**config.mk**
```make
export PLATFORM = sky130hd
export DESIGN_NAME = acoustic_fix_to_position_top
export DESIGN_NICKNAME = d
export VERILOG_FILES = /design/src/rtl/core/aftp_pkg.sv /design/src/rtl/core/acoustic_fix_to_position_top.sv
export SDC_FILE = /design/constraint.sdc
export NUM_CORES = 2
export LEC_CHECK = 0
export ABC_AREA = 1
export BUFFER_PORTS_ARGS = -buffer_cell sky130_fd_sc_hd__clkbuf_2
export CAP_MARGIN = 0
export CORE_UTILIZATION = 55
export CTS_CLUSTER_SIZE = 30
export DETAILED_ROUTE_END_ITERATION = 10
export PLACE_DENSITY = 0.72
export SLEW_MARGIN = 20
export SYNTH_ARGS = -nofsm -noshare
export SYNTH_HDL_FRONTEND = slang
export SYNTH_SLANG_ARGS = --single-unit
```
**constraint.sdc**
```tcl
create_clock -name i_clk -period 19.5 [get_ports i_clk]
set_clock_uncertainty 0.2 [all_clocks]
set_input_delay 3.9 -clock i_clk [delete_from_list [all_inputs] [get_ports i_clk]]
set_output_delay 3.9 -clock i_clk [all_outputs]
set_load 0.1 [all_outputs]
```
**src/rtl/core/aftp_pkg.sv**
```systemverilog
package aftp_pkg;

    localparam int unsigned KinvQ24 = 10188014;
    localparam int unsigned AtanLen = 28;

    // arctangent of 2^-i in 2^32-per-turn units
    function automatic logic [31:0] atan_turn(input logic [4:0] i);
        logic [31:0] v;
        case (i)
            5'd0:  v = 32'd536870912;
            5'd1:  v = 32'd316933406;
            5'd2:  v = 32'd167458907;
            5'd3:  v = 32'd85004756;
            5'd4:  v = 32'd42667331;
            5'd5:  v = 32'd21354465;
            5'd6:  v = 32'd10679838;
            5'd7:  v = 32'd5340245;
            5'd8:  v = 32'd2670163;
            5'd9:  v = 32'd1335087;
            5'd10: v = 32'd667544;
            5'd11: v = 32'd333772;
            5'd12: v = 32'd166886;
            5'd13: v = 32'd83443;
            5'd14: v = 32'd41722;
            5'd15: v = 32'd20861;
            5'd16: v = 32'd10430;
            5'd17: v = 32'd5215;
            5'd18: v = 32'd2608;
            5'd19: v = 32'd1304;
            5'd20: v = 32'd652;
            5'd21: v = 32'd326;
            5'd22: v = 32'd163;
            5'd23: v = 32'd81;
            5'd24: v = 32'd41;
            5'd25: v = 32'd20;
            5'd26: v = 32'd10;
            5'd27: v = 32'd5;
            default: v = 32'd0;
        endcase
        return v;
    endfunction

    typedef enum logic [1:0] {
        t_kind_full  = 2'd0,
        t_kind_azim  = 2'd1,
        t_kind_range = 2'd2,
        t_kind_other = 2'd3
    } t_kind;

    localparam logic OpState = 1'b0;
    localparam logic OpFix   = 1'b1;

    localparam logic CfgSync  = 1'b0;
    localparam logic CfgNoise = 1'b1;

endpackage

```
**src/rtl/core/acoustic_fix_to_position_top.sv**
```systemverilog
// a fix with a result runs ST_CHECK, then ST_PRE, ST_PRE2, ST_LOAD, ST_ROT, ST_ABS and again
// ST_PRE to ST_ROT, then ST_SUM; an azimuth fix first searches up to HISTORY_DEPTH entries
// one word in flight: the next word is taken in ST_IDLE after a state update, a stored or dropped
// fix, an unpaired azimuth fix or a result; both rotations use the shared cordic add/shift unit;
// a result not yet taken holds the block in its last step
// synchronous active-low reset presets config; clears anchor, history count, pointer, not history
module acoustic_fix_to_position_top #(
    parameter int HISTORY_DEPTH = 16,
    parameter int ANGLE_BITS    = 16
) (
    input  logic         i_clk,
    input  logic         i_rst_n,
    input  logic         i_cfg_we,
    input  logic [0:0]   i_cfg_index,
    input  logic [31:0]  i_cfg_data,
    input  logic         s_tvalid,
    output logic         s_tready,
    // operation, stamp_ms, north_mm, east_mm, var_north, var_east, fix_kind,
    // source_id, range_mm, bearing, elevation, zero fill
    input  logic [231:0] s_tdata,
    output logic         m_tvalid,
    input  logic         m_tready,
    // out_stamp_ms, pos_north_mm, pos_east_mm, noise_north, noise_east
    output logic [159:0] m_tdata
);

    localparam int HW     = $clog2(HISTORY_DEPTH);
    localparam int CW     = $clog2(HISTORY_DEPTH + 1);
    localparam int STEPS0 = ANGLE_BITS + 4;
    localparam int STEPS  = (STEPS0 < int'(aftp_pkg::AtanLen)) ? STEPS0
                                                               : int'(aftp_pkg::AtanLen);
    localparam logic [31:0] AngMask = ~((32'd1 << (32 - ANGLE_BITS)) - 32'd1);
    localparam logic [23:0] Kinv = 24'(aftp_pkg::KinvQ24);

    typedef enum logic [3:0] {
        ST_IDLE, ST_CHECK, ST_READ, ST_MATCH, ST_PRE, ST_PRE2, ST_LOAD, ST_ROT,
        ST_ABS, ST_SUM
    } t_state;

    // input unpack
    wire        w_op    = s_tdata[0];
    wire [31:0] w_stamp = s_tdata[32:1];
    wire [31:0] w_north = s_tdata[64:33];
    wire [31:0] w_east  = s_tdata[96:65];
    wire [31:0] w_vn    = s_tdata[128:97];
    wire [31:0] w_ve    = s_tdata[160:129];
    wire [1:0]  w_kind  = s_tdata[162:161];
    wire [7:0]  w_src   = s_tdata[170:163];
    wire [21:0] w_range = s_tdata[192:171];
    wire [15:0] w_bear  = s_tdata[208:193];
    wire [15:0] w_elev  = s_tdata[224:209];

    t_state r_state;
    logic [15:0] r_sync;
    logic [31:0] r_noise;
    logic        r_ref_valid;
    logic [31:0] r_ref_stamp;
    logic signed [31:0] r_ref_n, r_ref_e;
    logic [31:0] r_ref_vn, r_ref_ve;
    logic [HW-1:0] r_wptr;
    logic [CW-1:0] r_count;
    logic [63:0] r_hist [HISTORY_DEPTH];
    logic [63:0] r_rd;

    // current item
    logic [31:0] r_stamp, r_vn, r_ve;
    logic [1:0]  r_kind;
    logic [7:0]  r_src;
    logic [21:0] r_range;
    logic [31:0] r_bear, r_elev;
    logic [CW-1:0] r_k;
    logic [HW-1:0] r_ridx;
    logic        r_second;
    logic [4:0]  r_i;
    logic signed [63:0] r_x, r_y;
    logic signed [32:0] r_z;
    logic signed [63:0] r_mag;
    logic [63:0] r_prod;
    logic        r_out_valid;
    logic [159:0] r_out;

    logic w_out_load;

    assign s_tready = (r_state == ST_IDLE);
    assign m_tvalid = r_out_valid;
    assign m_tdata  = r_out;

    // output register free or being emptied this cycle
    assign w_out_load = (r_state == ST_SUM) && (!r_out_valid || m_tready);

    // history read address
    logic [HW-1:0] w_prev_idx;
    assign w_prev_idx = (r_ridx == '0) ? HW'(HISTORY_DEPTH - 1) : r_ridx - HW'(1);

    // pairing compare
    logic signed [32:0] w_dst;
    logic [32:0] w_adiff;
    logic w_match;
    always_comb begin
        w_dst   = $signed({1'b0, r_stamp}) - $signed({1'b0, r_rd[31:0]});
        w_adiff = w_dst[32] ? 33'(-w_dst) : 33'(w_dst);
        w_match = (r_rd[61:54] == r_src) && (r_rd[63:62] != r_kind)
            && (w_adiff < {17'd0, r_sync});
    end

    // staleness
    logic signed [32:0] w_age;
    assign w_age = $signed({1'b0, w_stamp}) - $signed({1'b0, r_ref_stamp});

    // gain prescale: magnitude times kinv in two 20-bit halves on one multiplier
    logic [19:0] w_mul_a;
    logic [43:0] w_pp;
    assign w_mul_a = (r_state == ST_PRE2) ? r_mag[39:20] : r_mag[19:0];
    assign w_pp    = {24'd0, w_mul_a} * {20'd0, Kinv};

    // shared rotation step
    logic signed [63:0] w_dx, w_dy;
    logic [31:0] w_at;
    assign w_dx = r_y >>> r_i;
    assign w_dy = r_x >>> r_i;
    assign w_at = aftp_pkg::atan_turn(r_i);

    // rotation start: quarter-turn fold
    logic [31:0] w_ang, w_angf;
    logic w_fold;
    always_comb begin
        w_ang  = (r_second ? r_bear : r_elev) & AngMask;
        w_fold = (w_ang + 32'h4000_0000) >= 32'h8000_0000;
        w_angf = w_fold ? w_ang + 32'h8000_0000 : w_ang;
    end

    // output sums
    logic signed [63:0] w_rn, w_re;
    logic signed [33:0] w_pn, w_pe;
    logic [33:0] w_sn, w_se;
    always_comb begin
        w_rn = (r_x + 64'sd32768) >>> 16;
        w_re = (r_y + 64'sd32768) >>> 16;
        w_pn = 34'(w_rn) + 34'(r_ref_n);
        w_pe = 34'(w_re) + 34'(r_ref_e);
        w_sn = {2'd0, r_ref_vn} + {2'd0, r_vn} + {2'd0, r_noise};
        w_se = {2'd0, r_ref_ve} + {2'd0, r_ve} + {2'd0, r_noise};
    end

    function automatic logic [31:0] sat_s(input logic signed [33:0] v);
        if (v > 34'sd2147483647) return 32'h7FFF_FFFF;
        if (v < -34'sd2147483648) return 32'h8000_0000;
        return v[31:0];
    endfunction

    always_ff @(posedge i_clk) begin
        if (!i_rst_n) begin
            r_state     <= ST_IDLE;
            r_sync      <= 16'd2000;
            r_noise     <= 32'd1;
            r_ref_valid <= 1'b0;
            r_ref_stamp <= '0;
            r_ref_n     <= '0;
            r_ref_e     <= '0;
            r_ref_vn    <= '0;
            r_ref_ve    <= '0;
            r_wptr      <= '0;
            r_count     <= '0;
            r_out_valid <= 1'b0;
        end else begin
            if (i_cfg_we) begin
                case (i_cfg_index)
                    aftp_pkg::CfgSync:  r_sync  <= i_cfg_data[15:0];
                    aftp_pkg::CfgNoise: r_noise <= i_cfg_data;
                    default: ;
                endcase
            end
            if (w_out_load) r_out_valid <= 1'b1;
            else if (m_tready) r_out_valid <= 1'b0;
            case (r_state)
                ST_IDLE: begin
                    if (s_tvalid && s_tready) begin
                        r_stamp <= w_stamp;
                        r_vn    <= w_vn;
                        r_ve    <= w_ve;
                        r_kind  <= w_kind;
                        r_src   <= w_src;
                        r_range <= w_range;
                        r_bear  <= {w_bear, 16'd0};
                        r_elev  <= {w_elev, 16'd0};
                        if (w_op == aftp_pkg::OpState) begin
                            r_ref_valid <= 1'b1;
                            r_ref_stamp <= w_stamp;
                            r_ref_n     <= w_north;
                            r_ref_e     <= w_east;
                            r_ref_vn    <= w_vn;
                            r_ref_ve    <= w_ve;
                        end else begin
                            if (w_age > 33'sd0 && w_age > $signed({17'd0, r_sync}))
                                r_ref_valid <= 1'b0;
                            r_state <= ST_CHECK;
                        end
                    end
                end
                ST_CHECK: begin
                    r_second <= 1'b0;
                    r_mag    <= 64'({r_range, 16'd0});
                    if (!r_ref_valid) begin
                        r_state <= ST_IDLE;
                    end else if (r_kind != aftp_pkg::t_kind_full) begin
                        r_hist[r_wptr] <= {r_kind, r_src, r_range, r_stamp};
                        r_wptr <= (r_wptr == HW'(HISTORY_DEPTH - 1)) ? '0 : r_wptr + HW'(1);
                        if (r_count < CW'(HISTORY_DEPTH)) r_count <= r_count + CW'(1);
                        r_ridx <= r_wptr;
                        r_k    <= '0;
                        r_state <= (r_kind == aftp_pkg::t_kind_azim) ? ST_READ : ST_IDLE;
                    end else begin
                        r_state <= ST_PRE;
                    end
                end
                ST_READ: begin
                    // r_count already holds the updated count
                    if (r_k >= r_count) begin
                        r_state <= ST_IDLE;
                    end else begin
                        r_rd    <= r_hist[r_ridx];
                        r_ridx  <= w_prev_idx;
                        r_k     <= r_k + CW'(1);
                        r_state <= ST_MATCH;
                    end
                end
                ST_MATCH: begin
                    if (w_match) begin
                        r_mag   <= 64'({r_rd[53:32], 16'd0});
                        r_state <= ST_PRE;
                    end else begin
                        r_state <= ST_READ;
                    end
                end
                ST_PRE: begin
                    r_prod  <= {20'd0, w_pp};
                    r_state <= ST_PRE2;
                end
                ST_PRE2: begin
                    r_prod  <= r_prod + {w_pp, 20'd0};
                    r_state <= ST_LOAD;
                end
                ST_LOAD: begin
                    r_x     <= w_fold ? -$signed({24'd0, r_prod[63:24]})
                                      : $signed({24'd0, r_prod[63:24]});
                    r_y     <= '0;
                    r_z     <= $signed({w_angf[31], w_angf});
                    r_i     <= '0;
                    r_state <= ST_ROT;
                end
                ST_ROT: begin
                    if (!r_z[32]) begin
                        r_x <= r_x - w_dx;
                        r_y <= r_y + w_dy;
                        r_z <= r_z - $signed({1'b0, w_at});
                    end else begin
                        r_x <= r_x + w_dx;
                        r_y <= r_y - w_dy;
                        r_z <= r_z + $signed({1'b0, w_at});
                    end
                    r_i <= r_i + 5'd1;
                    if (r_i == 5'(STEPS - 1))
                        r_state <= r_second ? ST_SUM : ST_ABS;
                end
                ST_ABS: begin
                    r_mag    <= r_x[63] ? -r_x : r_x;
                    r_second <= 1'b1;
                    r_state  <= ST_PRE;
                end
                ST_SUM: begin
                    // wait here while the previous word is still unread
                    if (w_out_load) begin
                        r_out <= {(w_se[33:32] != 2'd0) ? 32'hFFFF_FFFF : w_se[31:0],
                                  (w_sn[33:32] != 2'd0) ? 32'hFFFF_FFFF : w_sn[31:0],
                                  sat_s(w_pe), sat_s(w_pn), r_stamp};
                        r_state <= ST_IDLE;
                    end
                end
                default: r_state <= ST_IDLE;
            endcase
        end
    end

    a_count_max: assert property (@(posedge i_clk) disable iff (!i_rst_n)
        r_count <= CW'(HISTORY_DEPTH)) else $error("history count overflow");
    a_busy: assert property (@(posedge i_clk) disable iff (!i_rst_n)
        (r_state != ST_IDLE) |-> !s_tready) else $error("ready while busy");
    a_out_hold: assert property (@(posedge i_clk) disable iff (!i_rst_n)
        (m_tvalid && !m_tready) |=> $stable(m_tdata)) else $error("output changed");
    a_step: assert property (@(posedge i_clk) disable iff (!i_rst_n)
        (r_state == ST_ROT) |-> (r_i < 5'(STEPS))) else $error("step overrun");

endmodule
```
==> summary.md <==
| Metric | Value |
|---|---|
| R2R cell count | 50 |
| Initial Util | 55.4% |
| RSZ-0062 raised after global routing | no |
| Most frequent cells in the layout | nand2_1, nor2_1, edfxtp_1 |
| Wirelength per Cell | 22.8 um |
| Drt total wl | 396,000 um |
| F_max | 0.0819 GHz |
| Vias in the first global route | 95,229 |
| Core area | 220,000 um^2 |
| Number of clock sinks | 1,920 |
| Area Growth Syn to Fin | 9.52% |
| H-tree depth | 4 |
| Critical path's slowest cell | o21ai_0 |
| Most used cell, CP | inv_1 |
| Hold crit path type | reg -> reg |
| Post-route ant nets | 0 |
| Post-synthesis sequential area ratio | 45.3% |
| Post-CTS Repair Setup Buffers | 0 |
| # hold bufs at CTS | 0 |
| Fin. Hold Viols | 0 |
| Hold depth | 2 |
| IO buf count | 424 |
| R2r setup slk | 7290 ps |
| Synthesized area per cell | 8.69 um^2 |
| CTS clk-pin slew, worst paths | 60 ps |
| Critical R2R Launch | r_state[2]$_SDFFE_PN0P_ |
| Ys flop type | edfxtp_1 |
| Asr flop ratio synth | 0% |
| Maxcap violations | 0 |
| Leading cell type in the layout, fill and taps excluded | nand2_1 |
| Root Buffer | clkbuf_16 |
| FF-to-FF End | r_prod[61]$_SDFFCE_PN0P_ |
| Share of cells above drive strength 1 | 7.73% |
| Chip height | 473 um |
| Worst Hold Endpoint | r_ref_stamp[10]$_SDFFE_PN0P_ |
| Syn Nets | 15,205 |
| Worst-case vdd ir drop | 0.320 mV |
| Critical path data required time | 19,930 ps |
| Hold wc startpoint | r_ref_stamp[10]$_SDFFE_PN0P_ |
| Worst setup SP type | register |
| Max Slew Vio Count | 0 |
| Cts bufs inserted | 198 |
| Synth Cell Area | 122,000 um^2 |
| Slew at the pin closest to its max-slew limit | 1260 ps |
| Syn. warnings | 0 |
| WP data arrival | 12,650 ps |
| GPL Wtd Cong | 1.03 |
| Slowest stage delay, CP | 960 ps |
| Global-route wire length before repair | 585,000 um |
| Library cells used by synthesis | 85 |
| Final net count | 15,431 |
| Setup TNS | 0 ps |
| Final setup vio count | 0 |
| Via count | 102,555 |
| Synth Register Bits | 1,920 |
| Crit path max fanout | 69 |
| Post-synth EDFFs | 1,667 |
| Dpl ws | 7490 ps |
| Gr usage total | 34.7% |
| DPL Wire Length | 289,000 um |
| PwrDens | 113 nW/um^2 |
| Cts repair resizes | 0 |
| PnR worst setup slack | 7290 ps |
| Crit Path Class | reg -> reg |
| Chip Width | 473 um |
| GRT Residual Overflow | 0 |
| Leakage | 55.7 nW |
| Status | finished clean |
| Maximum clock path buffer count | 3 |
| DR iter-0 viols | 12,026 |
| Minimum clock period | 12,210 ps |
| Drc violations | 0 |
| Initial antenna violation count | 18 |
| Post-route clock period utilization | 62.6% |
| Die area | 223,000 um^2 |
| Vias per cell | 5.90 |
| Largest net degree at the start of global routing | 226 |
| Boundary pin count | 432 |
| Mapped Cells | 14,016 |
| TritonCTS clock tree | done |
| Crit end category | register |
| Detailed Routing Iterations Pass 1 | 8 |
| Cell row count | 172 |
| Slew headroom | 15.7% |
| Clk Latency, worst-skew pair | 900 ps |
metal layers:
| metal | vias to the layer above | share of wire (%) | track usage, % |
|---|---|---|---|
| li1 | 48620 | - | - |
| met1 | 48614 | 42 | 48.6 |
| met2 | 4632 | 44 | 53.8 |
| met3 | 681 | 9.5 | 5.88 |
| met4 | 8 | 4.3 | 13.9 |
| met5 | - | 0.012 | 0 |
kinds of logic (layout without fill, tap and decap cells):
logic type / Yosys count / in the layout / share of synthesized area [%]
adders and majority gates: 919 / 919 / 11.1
and+or+nand+nor: 5335 / 5335 / 18.0
buffers and inverters: 2057 / 2457 / 6.61
AOI/OAI and AO/OA: 3285 / 3285 / 15.3
DFF: 1920 / 1920 / 45.3
xor gates and xnor gates: 458 / 458 / 3.29
muxes: 42 / 42 / 0.346
other: 0 / 8 / 0
flip-flops by register name, summed over array words and instances, names as in the netlist, 33 cells and up:
signal and cells:
r_hist 1024, m_tdata 160, r_rd 64, r_x 64, r_y 64, r_prod 43, r_mag 40, r_z 33
report_power, final:
| part | total (mW) | switching (mW) | internal, mW |
|---|---|---|---|
| Clock | 3.91 | 1.72 | 2.19 |
| Combinational | 6.52 | 4.30 | 2.22 |
| Sequential | 4.67 | 0.0643 | 4.61 |
| Total | 15.1 | 6.09 | 9.02 |
metrics by stage:
step	hold WS (ps)	area, um^2	utilization (%)	power [mW]	cells
2_1_floorplan	233	122000	-	9.40	14016
3_3_place_gp	246	127000	57.5	11.2	16996
3_5_place_dp	251	127000	57.5	11.2	16996
4_1_cts	261	133000	60.6	15.1	17370
5_1_grt	287	133000	60.6	16.1	17376
6_report	260	133000	60.6	15.1	17382
how the worst max path moves through the flow:
stage                     slack [ps]                        to                     from
after floorplan                 3300      m_tdata[0]$_DFFE_PP_                  i_rst_n
after global placement          7460  r_prod[61]$_SDFFCE_PN0P_  r_state[2]$_SDFFE_PN0P_
after detailed placement        7490  r_prod[61]$_SDFFCE_PN0P_  r_state[2]$_SDFFE_PN0P_
after CTS                       7450  r_prod[61]$_SDFFCE_PN0P_  r_state[2]$_SDFFE_PN0P_
after global routing            6490  r_prod[61]$_SDFFCE_PN0P_  r_state[2]$_SDFFE_PN0P_
final                           7290  r_prod[61]$_SDFFCE_PN0P_  r_state[2]$_SDFFE_PN0P_
cells in the mapped netlist (all sizes together), types with 20 or more instances:
| cell type | number | area share [%] |
|---|---|---|
| nand3 | 488 | 2.0 |
| fa | 273 | 4.5 |
| a21o | 20 | 0.12 |
| o21ai | 1653 | 6.9 |
| o211ai | 129 | 0.80 |
| o21bai | 31 | 0.21 |
| nand2 | 2588 | 8.0 |
| mux2i | 41 | 0.34 |
| nand3b | 20 | 0.12 |
| xor2 | 292 | 2.1 |
| nor3 | 176 | 0.81 |
| a21oi | 867 | 3.6 |
| o31ai | 22 | 0.14 |
| clkbuf | 368 | 1.1 |
| or2 | 65 | 0.33 |
| nor2 | 1813 | 5.7 |
| o221ai | 217 | 1.6 |
| xnor2 | 166 | 1.2 |
| o21a | 68 | 0.42 |
| edfxtp | 1667 | 41 |
| nand4 | 111 | 0.57 |
| ha | 646 | 6.6 |
| buf | 157 | 0.74 |
| dfxtp | 253 | 4.2 |
| o22ai | 62 | 0.32 |
| inv | 1524 | 4.7 |
| a21boi | 43 | 0.27 |
| a31oi | 105 | 0.57 |
| nor4 | 37 | 0.21 |
critical path, delay by kind of cell, from the launching register on:
| family | cells | cell delay [ps] |
|---|---|---|
| AND/OR/NAND/NOR | 17 | 2570 |
| flip-flops | 1 | 390 |
| buffers and inverters | 14 | 1950 |
| AO/OA/AOI/OAI | 10 | 2880 |
| adder cells (fa/ha/maj) | 9 | 3990 |
layout make-up:
cell class | count | area, um^2
fill | 19331 | 86600
antenna | 8 | 20.0
clock buffer | 251 | 5330
clock inverter | 123 | 1420
sequential | 1920 | 55100
inverter | 1532 | 5790
tap | 2958 | 3700
timing repair buffer | 551 | 3200
multi-input combinational | 10039 | 58800
(Power assumes the default switching activity.)
